[config.mk]
export PLATFORM = sky130hd
export DESIGN_NAME = mtda_ram
export DESIGN_NICKNAME = d
export VERILOG_FILES = /design/src/rtl/mtda_ram.sv
export SDC_FILE = /design/constraint.sdc
export NUM_CORES = 2
export LEC_CHECK = 0
export BUFFER_PORTS_ARGS = -buffer_cell sky130_fd_sc_hd__buf_2
export CAP_MARGIN = 0
export CORE_ASPECT_RATIO = 0.7
export CORE_MARGIN = 8
export CORE_UTILIZATION = 50
export DETAILED_ROUTE_END_ITERATION = 10
export PLACE_DENSITY = 0.74
export SLEW_MARGIN = 15
export SYNTH_ARGS = -nofsm -noshare
export SYNTH_HDL_FRONTEND = slang
export SYNTH_SLANG_ARGS = --single-unit
[constraint.sdc]
create_clock -name i_clk -period 3.7 [get_ports i_clk]
set_input_delay 0.555 -clock i_clk [delete_from_list [all_inputs] [get_ports i_clk]]
set_output_delay 0.555 -clock i_clk [all_outputs]
set_load 0.01 [all_outputs]
[src/rtl/mtda_ram.sv]
// simple dual-port memory: one write and one registered read per cycle
// no dependencies; holds the dirty marks and the crt registers

module mtda_ram #(
    parameter int WIDTH = 8,
    parameter int DEPTH = 256
) (
    input  logic                     i_clk,
    input  logic                     i_wr_en,
    input  logic [$clog2(DEPTH)-1:0] i_wr_addr,
    input  logic [WIDTH-1:0]         i_wr_data,
    input  logic                     i_rd_en,
    input  logic [$clog2(DEPTH)-1:0] i_rd_addr,
    output logic [WIDTH-1:0]         o_rd_data
);

    logic [WIDTH-1:0] r_mem [DEPTH];
    logic [WIDTH-1:0] r_rd_data;

    always_ff @(posedge i_clk) begin
        if (i_wr_en) begin
            r_mem[i_wr_addr] <= i_wr_data;
        end
        if (i_rd_en) begin
            r_rd_data <= r_mem[i_rd_addr];
        end
    end

    assign o_rd_data = r_rd_data;

endmodule

==> qor.yml <==
cp_cell_sequence: "mux4_2 -> mux4_2 -> nor2b_1 -> nor4_1 -> buf_4 -> nor4_2"
path_class: "register to register"
syn_avg_cell_area_um2: 21.3
cp.required_ns: 4.24
switchingPower_uw: 9710
worstHoldPathCells: 1
status: "complete, no violations"
slowest_delay_ns: 0.88
nets: 4188
ant_nets: 0
placed_cells: 6096
overflow: 0
route.detailed.drc: 0
leakage_uw: 0.0285
postCtsSetupBuffers: 0
syn2layout_area_growth_pct: 13.5
synth_top_area_share_pct: 77.5
mostFrequentLayoutCell: "edfxtp_1"
dieArea_um2: 173000
drt_iter0_markers: 7064
syn_nets: 3760
synth.distinct_cells: 54
grt_max_degree: 119
r2r_start: "r_mem[87][2]"
rsz0062_at_grt: "false"
swShare_pct: 21.1
clkPwrFrac_pct: 38.7
clk_pin_slew_ns: 0.07
power.internal_uw: 36200
final_cells: 6409
root_buffer: "clkbuf_16"
max_cap_viol_count: 0
finClkSkew_ns: 0.0320
fmax_mhz: 322
wl_um: 201000
rr_worst_depth: 6
first_global_vias: 39899
finalPower_uw: 46000
hold_viol: 0
viasPerCell: 6.49
timing.slew.headroom_pct: 32.6
final_cell_mix: "edfxtp_1 (2056), mux4_2 (454), buf_4 (421)"
clk_path_buf_depth: 3
ys_seq_area_share_pct: 77.5
grt.total_usage_pct: 22.8
antenna_found_initial: 10
critical_path.max_fanout: 1
routedWlPerCell_um: 31.3
yosysTopAreaCell: "edfxtp_1"
dr.pass1.iters: 6
fin_crit_ns: 3.11
finalCritPeriodShare_pct: 84.0
core_um2: 158000
hp-class: "input port to register"
setup_viol: 0
worst_slew_pin_slew_ns: 1.01
synthArstFlopShare_pct: 0
r2r_end: "o_rd_data[2]"
dp_hpwl_um: 126000
hold_start: "i_rd_en"
cts_resized: 0
place.port_buffers: 34
vias: 41567
die_w_um: 493
start_util_pct: 50.4
io_pins: 35
chipHeight_um: 350
gp_congestion: 0.913
crit_top_cell: "mux4_2"
ys_ff_latch: 2056
slew_violations: 0
crit_arrival_ns: 3.65
end_kind: "register"
p_per_area_nw_per_um2: 508
setup_tns_ns: 0
synthCells: 3733
ys_warn_count: 0
r2r_slack_ns: 0.59
power_frac_comb_pct: 5.4
hold_buffers: 0
drive_gt1_share_pct: 27.7
cts.sinks: 2056
syn-cell-area_um2: 79600
start_kind: "register"
grt_pass1_wl_um: 287000
clkLatencyLatePin_ns: 0.80
synthTopCellsByArea: "edfxtp_1 (78%), mux4_2 (13%), mux2i_1 (1.7%), nor2_1 (1.3%), a22oi_1 (1.3%)"
cts-buffers-inserted: 171
h-tree-depth: 4
tritoncts: "built"
synth_ff_type: "edfxtp_1"
synth_edf_count: 2056
rows: 122
p_seq_share_pct: 55.9
hold_end: "o_rd_data[5]"
critical_path.slowest_cell: "nor4_1"
max-vdd-ir-drop_mv: 0.483
critical path, delay by kind of cell (launching register included):
kind,cells,cell delay [ns]
muxes,2,1.05
DFF,1,0.40
buffers and inverters,1,0.25
and+or+nand+nor,3,1.17
metrics by stage:
stage	setup WS, ns	hold WS, ns	util, %	area, µm²
floorplan	1.07	0.654	-	79600
CTS	0.636	0.156	57.1	90400
global placement	-0.0705	1.02	53.7	85000
finish	0.592	0.208	57.1	90400
detailed placement	-0.171	1.02	53.7	85000
global route	0.527	0.189	57.1	90400
how the worst max path moves through the flow:
stage / startpoint / end / slack [ns] / cells past startpoint
final: r_mem[87][2] / o_rd_data[2] / 0.59 / 6
after global routing: i_rd_addr[0] / o_rd_data[2] / 0.53 / 10
after global placement: i_rd_addr[1] / o_rd_data[2] / -0.07 / 8
after detailed placement: i_rd_addr[1] / o_rd_data[2] / -0.17 / 8
after CTS: r_mem[87][2] / o_rd_data[2] / 0.64 / 6
after floorplan: i_rd_addr[0] / o_rd_data[2] / 1.07 / 9
logic make-up (layout without fill, tap and decap cells):
logic type,count (synthesis),after routing,synth area share (%)
other,0,1,0
muxes,591,591,14.6
and+or+nand+nor,466,466,2.63
buffers and inverters,235,802,1.83
DFF,2056,2056,77.5
AOI/OAI and AO/OA,385,385,3.42
layout make-up:
cell class	instances	area [µm²]
Timing Repair Buffer	488	4110
Fill cell	11250	67800
Inverter	2	7.51
Multi-Input combinational cell	1442	16500
Antenna cell	1	2.50
Sequential cell	2056	61700
Tap cell	2108	2640
Clock buffer	217	4580
Clock inverter	95	818
registers in the layout, indices dropped and copies added, names as in the netlist:
| name | cells |
|---|---|
| o_rd_data | 8 |
| r_mem | 2048 |
power groups by stage:
stage                     Sequential [µW]  Combinational, µW  Clock, µW
final                               25700               2460      17800
after global routing                25700               2550      18800
after CTS                           25700               2430      17900
after detailed placement            26200               2420          0
after global placement              26200               2370          0
after floorplan                     26200               1250          0
Yosys cell counts (24+ instances only):
master,n
a21oi_1,96
a22oi_1,133
buf_2,31
buf_4,27
clkbuf_1,111
edfxtp_1,2056
mux2i_1,134
mux4_2,454
nand2_1,33
nand3_1,34
nor2_1,282
nor2b_1,31
nor4_1,24
o221ai_1,46
o22ai_1,28
routing by layer:
| metal | up-vias | track usage [%] | wire (µm) |
|---|---|---|---|
| met5 | - | 0 | 13 |
| met4 | 2 | 6.38 | 5310 |
| met3 | 338 | 6.41 | 27600 |
| met2 | 3090 | 33.0 | 88400 |
| met1 | 21590 | 34.3 | 79200 |
| li1 | 16547 | - | - |
Note: power is estimated with default switching activity, not from simulation.
